## config.mk

```make
export PLATFORM = sky130hd
export DESIGN_NAME = searchable_fifo_queue
export DESIGN_NICKNAME = d
export VERILOG_FILES = /design/src/sv/sfq_pkg.sv /design/src/sv/sfq_cell.sv /design/src/sv/searchable_fifo_queue.sv
export VERILOG_INCLUDE_DIRS = /design/src /design/src/sv
export SDC_FILE = /design/constraint.sdc
export NUM_CORES = 2
export LEC_CHECK = 0
export BUFFER_PORTS_ARGS = -buffer_cell sky130_fd_sc_hd__buf_2
export CORE_ASPECT_RATIO = 1.4
export CORE_MARGIN = 8
export CORE_UTILIZATION = 35
export DETAILED_ROUTE_END_ITERATION = 10
export GPL_TIMING_DRIVEN = 0
export PLACE_DENSITY = 0.57
export SLEW_MARGIN = 20
export SYNTH_ARGS = -nofsm -noshare
export SYNTH_HDL_FRONTEND = slang
export SYNTH_SLANG_ARGS = --single-unit
```

## constraint.sdc

```tcl
create_clock -name i_clk -period 4.91 [get_ports i_clk]
set_clock_uncertainty 0.15 [all_clocks]
set_input_delay 0.982 -clock i_clk [delete_from_list [all_inputs] [get_ports i_clk]]
set_output_delay 0.982 -clock i_clk [all_outputs]
set_load 0.005 [all_outputs]
```

## src/sv/searchable_fifo_queue_macros.svh

```systemverilog
// assertion macros used by the searchable fifo queue top level
`ifndef SEARCHABLE_FIFO_QUEUE_MACROS_SVH
`define SEARCHABLE_FIFO_QUEUE_MACROS_SVH

`ifndef ASSERT_OFF

// expression holds at every clock edge out of reset
`define SFQ_ASSERT_ALWAYS(label, clk, rst_n, expr) \
    label: assert property (@(posedge clk) disable iff (!rst_n) (expr)) \
        else $error("sfq assertion failed");

// consequent holds in the same cycle as the antecedent
`define SFQ_ASSERT_IMPLIES(label, clk, rst_n, ante, cons) \
    label: assert property (@(posedge clk) disable iff (!rst_n) (ante) |-> (cons)) \
        else $error("sfq assertion failed");

// consequent holds in the cycle after the antecedent
`define SFQ_ASSERT_NEXT(label, clk, rst_n, ante, cons) \
    label: assert property (@(posedge clk) disable iff (!rst_n) (ante) |=> (cons)) \
        else $error("sfq assertion failed");

`else

`define SFQ_ASSERT_ALWAYS(label, clk, rst_n, expr)
`define SFQ_ASSERT_IMPLIES(label, clk, rst_n, ante, cons)
`define SFQ_ASSERT_NEXT(label, clk, rst_n, ante, cons)

`endif

`endif

```

## src/sv/sfq_pkg.sv

```systemverilog
// shared types and constants of the searchable fifo queue
package sfq_pkg;

    localparam int DEPTH      = 16;
    localparam int DATA_WIDTH = 32;
    localparam int IDX_W      = $clog2(DEPTH);
    localparam int COUNT_W    = $clog2(DEPTH + 1);
    localparam int OPCODE_W   = 3;
    localparam int STATUS_W   = 2;

    typedef enum logic [OPCODE_W-1:0] {
        OP_PUSH  = 3'd0,
        OP_POP   = 3'd1,
        OP_FRONT = 3'd2,
        OP_FIND  = 3'd3,
        OP_READ  = 3'd4,
        OP_SWAP  = 3'd5,
        OP_CLEAR = 3'd6
    } t_opcode;

    typedef enum logic [STATUS_W-1:0] {
        ST_OK       = 2'd0,
        ST_RANGE    = 2'd1,
        ST_FULL     = 2'd2,
        ST_NOTFOUND = 2'd3
    } t_status;

    // per-cell load controls, at most one set in a cycle
    typedef struct packed {
        logic load_push;
        logic take_next;
        logic take_prev;
    } t_cell_ctl;

endpackage

```

## src/sv/sfq_cell.sv

```systemverilog
// one storage cell of the queue chain: holds a word, compares it, moves it to a neighbor
module sfq_cell (
    input  logic                           i_clk,
    input  sfq_pkg::t_cell_ctl             i_ctl,
    input  logic [sfq_pkg::DATA_WIDTH-1:0] i_push_word,
    input  logic [sfq_pkg::DATA_WIDTH-1:0] i_prev_word,
    input  logic [sfq_pkg::DATA_WIDTH-1:0] i_next_word,
    input  logic [sfq_pkg::DATA_WIDTH-1:0] i_key,
    output logic [sfq_pkg::DATA_WIDTH-1:0] o_word,
    output logic                           o_match
);

    logic [sfq_pkg::DATA_WIDTH-1:0] r_word;

    always_ff @(posedge i_clk) begin
        if (i_ctl.load_push) begin
            r_word <= i_push_word;
        end else if (i_ctl.take_next) begin
            r_word <= i_next_word;
        end else if (i_ctl.take_prev) begin
            r_word <= i_prev_word;
        end
    end

    assign o_word  = r_word;
    assign o_match = (r_word == i_key);

endmodule

```

## src/sv/searchable_fifo_queue.sv

```systemverilog
// searchable fifo queue top level: control, chain of storage cells and result register
// the result of a transaction is registered and on the outputs in the cycle after it is accepted
// throughput: one transaction per cycle, busy stays low, since all cells compare, shift or swap
// in parallel along the chain
// reset: synchronous active-low i_rst_n empties the queue and clears the result strobe;
// stored words are not cleared, only entries below the count are ever visible
module searchable_fifo_queue (
    input  logic                           i_clk,
    input  logic                           i_rst_n,
    input  logic                           start,
    output logic                           busy,
    input  logic [sfq_pkg::OPCODE_W-1:0]   i_opcode,
    input  logic [sfq_pkg::DATA_WIDTH-1:0] i_value,
    input  logic [sfq_pkg::IDX_W-1:0]      i_position,
    output logic                           o_valid,
    output logic [sfq_pkg::DATA_WIDTH-1:0] o_data_out,
    output logic [sfq_pkg::IDX_W-1:0]      o_found_position,
    output logic [sfq_pkg::COUNT_W-1:0]    o_count,
    output logic                           o_is_empty,
    output logic [sfq_pkg::STATUS_W-1:0]   o_status
);

`include "searchable_fifo_queue_macros.svh"

    // queue occupancy and result register
    logic [sfq_pkg::COUNT_W-1:0]    r_occ;
    logic [sfq_pkg::COUNT_W-1:0]    n_occ;
    logic                           r_valid;
    logic [sfq_pkg::DATA_WIDTH-1:0] r_data_out;
    logic [sfq_pkg::DATA_WIDTH-1:0] n_data_out;
    logic [sfq_pkg::IDX_W-1:0]      r_found;
    logic [sfq_pkg::IDX_W-1:0]      n_found;
    logic [sfq_pkg::COUNT_W-1:0]    r_count;
    logic                           r_is_empty;
    sfq_pkg::t_status               r_status;
    sfq_pkg::t_status               n_status;

    logic                           accept;
    sfq_pkg::t_opcode               op;
    logic [sfq_pkg::COUNT_W-1:0]    pos_ext;

    // cell chain wiring
    logic [sfq_pkg::DATA_WIDTH-1:0] cell_word  [sfq_pkg::DEPTH];
    logic [sfq_pkg::DEPTH-1:0]      cell_match;
    logic [sfq_pkg::DEPTH-1:0]      hit;
    sfq_pkg::t_cell_ctl             cell_ctl   [sfq_pkg::DEPTH];

    // per-operation qualifiers
    logic                           push_ok;
    logic                           pop_ok;
    logic                           swap_ok;
    logic                           any_hit;
    logic [sfq_pkg::IDX_W-1:0]      first_hit;

    // the block never holds off a transaction, busy is tied low
    assign busy    = 1'b0;
    assign accept  = start && !busy;
    assign op      = sfq_pkg::t_opcode'(i_opcode);
    assign pos_ext = {1'b0, i_position};

    assign push_ok = accept && (op == sfq_pkg::OP_PUSH) &&
                     (r_occ < sfq_pkg::COUNT_W'(sfq_pkg::DEPTH));
    assign pop_ok  = accept && (op == sfq_pkg::OP_POP) && (r_occ != '0);
    assign swap_ok = accept && (op == sfq_pkg::OP_SWAP) &&
                     (i_position != '0) && (pos_ext < r_occ);

    // chain of cells: push loads the cell at the tail, pop shifts every live cell
    // toward the front, swap exchanges the addressed cell with its front neighbor
    for (genvar gi = 0; gi < sfq_pkg::DEPTH; gi++) begin : g_cell
        logic [sfq_pkg::DATA_WIDTH-1:0] prev_word;
        logic [sfq_pkg::DATA_WIDTH-1:0] next_word;

        if (gi == 0) begin : g_head
            assign prev_word = '0;
        end else begin : g_body
            assign prev_word = cell_word[gi-1];
        end

        if (gi == sfq_pkg::DEPTH - 1) begin : g_tail
            assign next_word = '0;
        end else begin : g_link
            assign next_word = cell_word[gi+1];
        end

        always_comb begin
            cell_ctl[gi].load_push = push_ok && (r_occ == sfq_pkg::COUNT_W'(gi));
            // pop: cell i takes i+1 while i+1 is still a live entry
            // swap: the front neighbor of the addressed cell takes the addressed word
            cell_ctl[gi].take_next = (pop_ok && (sfq_pkg::COUNT_W'(gi + 1) < r_occ)) ||
                                     (swap_ok && (sfq_pkg::COUNT_W'(gi + 1) == pos_ext));
            cell_ctl[gi].take_prev = swap_ok && (sfq_pkg::COUNT_W'(gi) == pos_ext);
        end

        sfq_cell u_cell (
            .i_clk       (i_clk),
            .i_ctl       (cell_ctl[gi]),
            .i_push_word (i_value),
            .i_prev_word (prev_word),
            .i_next_word (next_word),
            .i_key       (i_value),
            .o_word      (cell_word[gi]),
            .o_match     (cell_match[gi])
        );

        // only entries below the count take part in a search
        assign hit[gi] = cell_match[gi] && (sfq_pkg::COUNT_W'(gi) < r_occ);
    end

    // first matching position: scan from the back so the front-most hit wins
    always_comb begin
        first_hit = '0;
        for (int k = sfq_pkg::DEPTH - 1; k >= 0; k--) begin
            if (hit[k]) begin
                first_hit = sfq_pkg::IDX_W'(k);
            end
        end
    end

    assign any_hit = |hit;

    // result and next occupancy for the accepted transaction
    always_comb begin
        n_occ      = r_occ;
        n_data_out = '0;
        n_found    = '0;
        n_status   = sfq_pkg::ST_OK;
        unique case (op)
            sfq_pkg::OP_PUSH: begin
                if (push_ok) begin
                    n_occ = r_occ + 1'b1;
                end else begin
                    n_status = sfq_pkg::ST_FULL;
                end
            end
            sfq_pkg::OP_POP: begin
                if (pop_ok) begin
                    n_data_out = cell_word[0];
                    n_occ      = r_occ - 1'b1;
                end else begin
                    n_status = sfq_pkg::ST_RANGE;
                end
            end
            sfq_pkg::OP_FRONT: begin
                if (r_occ != '0) begin
                    n_data_out = cell_word[0];
                end else begin
                    n_status = sfq_pkg::ST_RANGE;
                end
            end
            sfq_pkg::OP_FIND: begin
                if (any_hit) begin
                    n_found = first_hit;
                end else begin
                    n_status = sfq_pkg::ST_NOTFOUND;
                end
            end
            sfq_pkg::OP_READ: begin
                if (pos_ext < r_occ) begin
                    n_data_out = cell_word[i_position];
                end else begin
                    n_status = sfq_pkg::ST_RANGE;
                end
            end
            sfq_pkg::OP_SWAP: begin
                if (!swap_ok) begin
                    n_status = sfq_pkg::ST_RANGE;
                end
            end
            sfq_pkg::OP_CLEAR: begin
                n_occ = '0;
            end
            default: begin
                // unused opcode: no change, status ok
                n_occ = r_occ;
            end
        endcase
    end

    // control state
    always_ff @(posedge i_clk) begin
        if (!i_rst_n) begin
            r_occ   <= '0;
            r_valid <= 1'b0;
        end else begin
            r_valid <= accept;
            if (accept) begin
                r_occ <= n_occ;
            end
        end
    end

    // result payload, captured with each transaction
    always_ff @(posedge i_clk) begin
        if (accept) begin
            r_data_out <= n_data_out;
            r_found    <= n_found;
            r_count    <= n_occ;
            r_is_empty <= (n_occ == '0);
            r_status   <= n_status;
        end
    end

    assign o_valid          = r_valid;
    assign o_data_out       = r_data_out;
    assign o_found_position = r_found;
    assign o_count          = r_count;
    assign o_is_empty       = r_is_empty;
    assign o_status         = r_status;

    // checks
    `SFQ_ASSERT_ALWAYS(a_occ_bound, i_clk, i_rst_n, r_occ <= sfq_pkg::COUNT_W'(sfq_pkg::DEPTH))
    `SFQ_ASSERT_NEXT(a_result_follows, i_clk, i_rst_n, i_rst_n && accept, o_valid && (o_count == r_occ))
    `SFQ_ASSERT_IMPLIES(a_empty_flag, i_clk, i_rst_n, o_valid, o_is_empty == (o_count == '0))
    `SFQ_ASSERT_IMPLIES(a_full_drop, i_clk, i_rst_n, o_valid && (o_status == sfq_pkg::ST_FULL), o_count == sfq_pkg::COUNT_W'(sfq_pkg::DEPTH))

endmodule

```

==> out/summary.txt <==
Outcome: complete, but fails checks
Failing checks: setup timing
Placed Cells: 5,089
HP Start: i_rst_n
Least-Margin Pin Slew: 1.25 ns
Hold Path End: o_valid
Fin crit share: 103%
Yosys reg bits: 562
DR WL/cell: 37.9 um
Layout cell share with drive strength beyond 1: 13.1%
Die extent in y: 408 um
Worst R2R Path Depth: 15
Syn. warnings: 0
Worst rel slew slack: 15.6%
Met1 GRT Util: 36.1%
Type of the worst setup path: in -> reg
Top post-synthesis cells by area: edfxtp_1, mux2i_1, mux4_2, xor2_1, nand2_1
Top_reg_cell synth: edfxtp_1
RePlAce Congestion: 1.09
Vias in the first global route: 30,500
Yosys top cell by area: edfxtp_1
Clock transition at path regs: 0.06 ns
Yosys top cell area share: 43.6%
Number of synthesized flops with an enable pin: 556
PD cells: 265 mW/mm^2
Crit path DAT: 5.31 ns
Area growth syn-to-layout: 12.1%
Detail Route Antenna Nets: 0
Final Slew Violations: 0
DR iter-0 viols: 4,051
Syn Area/Cell: 10.8 um^2
Pleak: 14.4 nW
Startpoint Class: input pin
Level count of the clock H-tree: 3
Clk Latency, worst-skew pair: 0.68 ns
Core area: 0.109 mm^2
Asr flop ratio synth: 0%
Buffers on Ports: 53
Final WS setup: -0.136 ns
Peak Freq: 0.198 GHz
Drt first pass iters: 6
Tmin final: 5.05 ns
Final instance area: 0.0430 mm^2
Final HPWL DP: 162,000 um
Ports: 88
Initial Util: 35.3%
Hold WS: 0.479 ns
RSZ-0062 raised after global routing: false
Design Power: 11.4 mW
Initial antenna violation count: 9
CP max FO: 10
Cts hold-fix bufs: 0
Residual DRC: 0
Via Count: 31,300
CTS tree: yes
Sequential cell area fraction in the yosys report: 43.9%
GRT Total Usage: 32.1%
Hold Fails Final Rpt: 0
Fin Setup TNS: -0.136 ns
Busiest grt layer: met2
CTS Buffer Depth: 3
Element type at the critical path end: flop
Fin nets: 3,753
Worst VDD drop: 224 uV
Global-route wire length before repair: 263,000 um
Crit Reg-Reg Endpoint: g_cell[6].u_cell.o_word[19]
Post-CTS setup buffers: 0
Std-Cell Rows: 143
Root Driver: clkbuf_16
Via density: 6.01
Final number of setup-violating endpoints: 1
Hold Crit Class: in -> reg
Syn nets: 3,614
Largest net degree at the start of global routing: 46
Post-Synthesis Cells: 3,564
Critical Path RT: 5.17 ns
Non-Filler Instances: 5,204
Die ar.: 0.121 mm^2
Placed inst area: 0.0409 mm^2
Total wire length: 197,000 um
Worst hold path depth: 2
Place WS: -1.02 ns
Die width: 296 um
TritonCTS buffer count: 66
Synthesized area: 0.0383 mm^2
Final Core Density: 39.6%
GR Util met2: 51.6%
Reg2Reg Launch Point: r_occ[1]
Filler Cell Count: 10,700
CTS Sinks: 562
Reg2reg setup slack: 0.09 ns
Grt total ovfl: 0
Max-Cap Viols: 0
Distinct cell type count after synthesis: 57
Met3 Use GR: 4.74%
[cell usage after synthesis (39+ instances only)]
library cell,count
o21ai_0,407
nand2_1,587
nor4_1,82
nor2_1,56
xor2_1,295
mux2i_1,453
nand4_1,67
o21ai_1,91
clkbuf_1,217
xnor2_1,218
inv_1,39
a21oi_1,42
mux4_2,160
edfxtp_1,556
buf_2,96
[routing by layer]
metal / routed length, um / share of wire, %
met5: 8 / 0.0041
met4: 22700 / 12
met3: 13200 / 6.7
met2: 92700 / 47
met1: 68600 / 35
[power breakdown]
group          total (mW)  switching (mW)  internal, mW
registers            5.26          0.0205          5.24
logic                1.26           0.914         0.349
clock network        4.86            2.27          2.58
[worst max-delay path by stage]
| stage | startpoint | endpoint | slack, ns | depth (start not counted) |
|---|---|---|---|---|
| finish | i_value[27] | o_found_position[0] | -0.14 | 12 |
| global route | r_occ[1] | g_cell[6].u_cell.o_word[5] | 0.02 | 15 |
| CTS | r_occ[2] | g_cell[6].u_cell.o_word[5] | 0.01 | 14 |
| detailed placement | r_occ[0] | g_cell[15].u_cell.o_word[19] | -1.02 | 13 |
| global placement | start | g_cell[12].u_cell.o_word[17] | -3.56 | 6 |
| floorplan | i_position[0] | g_cell[8].u_cell.o_word[0] | -0.44 | 9 |
[placed cells by master, fill, tap and decap left out, types with 81 or more instances in the layout]
cell type  synthesis  layout
xnor2_1          218     218
nor4_1            82      81
xor2_1           295     294
edfxtp_1         556     556
mux2i_1          453     453
mux4_2           160     160
o21ai_1           91      91
clkbuf_1         217     209
o21ai_0          407     403
nand2_1          587     585
buf_2             96     159
[what timing repair did]
| item | CTS | global route |
|---|---|---|
| setup endpoints to repair | 524 | 246 |
| pin swaps | 0 | 0 |
| resized for setup | 11 | 12 |
[critical path: stages]
cell and delay, ns:
clkbuf_1 0.46, buf_2 0.46, clkbuf_1 0.67, xor2_1 0.42
nor4_1 0.32, nand4_1 0.13, nor3_1 0.54, a21oi_1 0.19
o21ai_0 0.37, a211o_1 0.20, o2111ai_1 0.12, a21boi_0 0.41
[cell type report]
class / instances / area, um^2 / share of cell area, %
inverter: 40 / 154 / 0.358
buffer: 338 / 1500 / 3.49
clock inverter: 34 / 234 / 0.545
tap: 1450 / 1810 / 4.22
clock buffer: 80 / 1740 / 4.04
antenna: 5 / 12.5 / 0.0291
multi-input combinational: 2620 / 20000 / 46.6
sequential: 562 / 16800 / 39.1
timing repair buffer: 75 / 684 / 1.59
[logic make-up after synthesis]
kind of cell,share of synthesized area (%)
multiplexers,21.2
other,0.00978
AO/OA/AOI/OAI,8.50
adder cells (fa/ha/maj),0.261
buffers and inverters,4.26
AND/OR/NAND/NOR,10.1
flip-flops,43.9
XOR/XNOR,11.7
[sequential cells by signal, indices dropped and copies added, names as in the netlist]
register              flops
o_status                  2
o_count                   5
g_cell.u_cell.o_word    512
o_data_out               32
o_found_position          4
o_is_empty                1
o_valid                   1
r_occ                     5
Power figures use the tool's default switching activity.
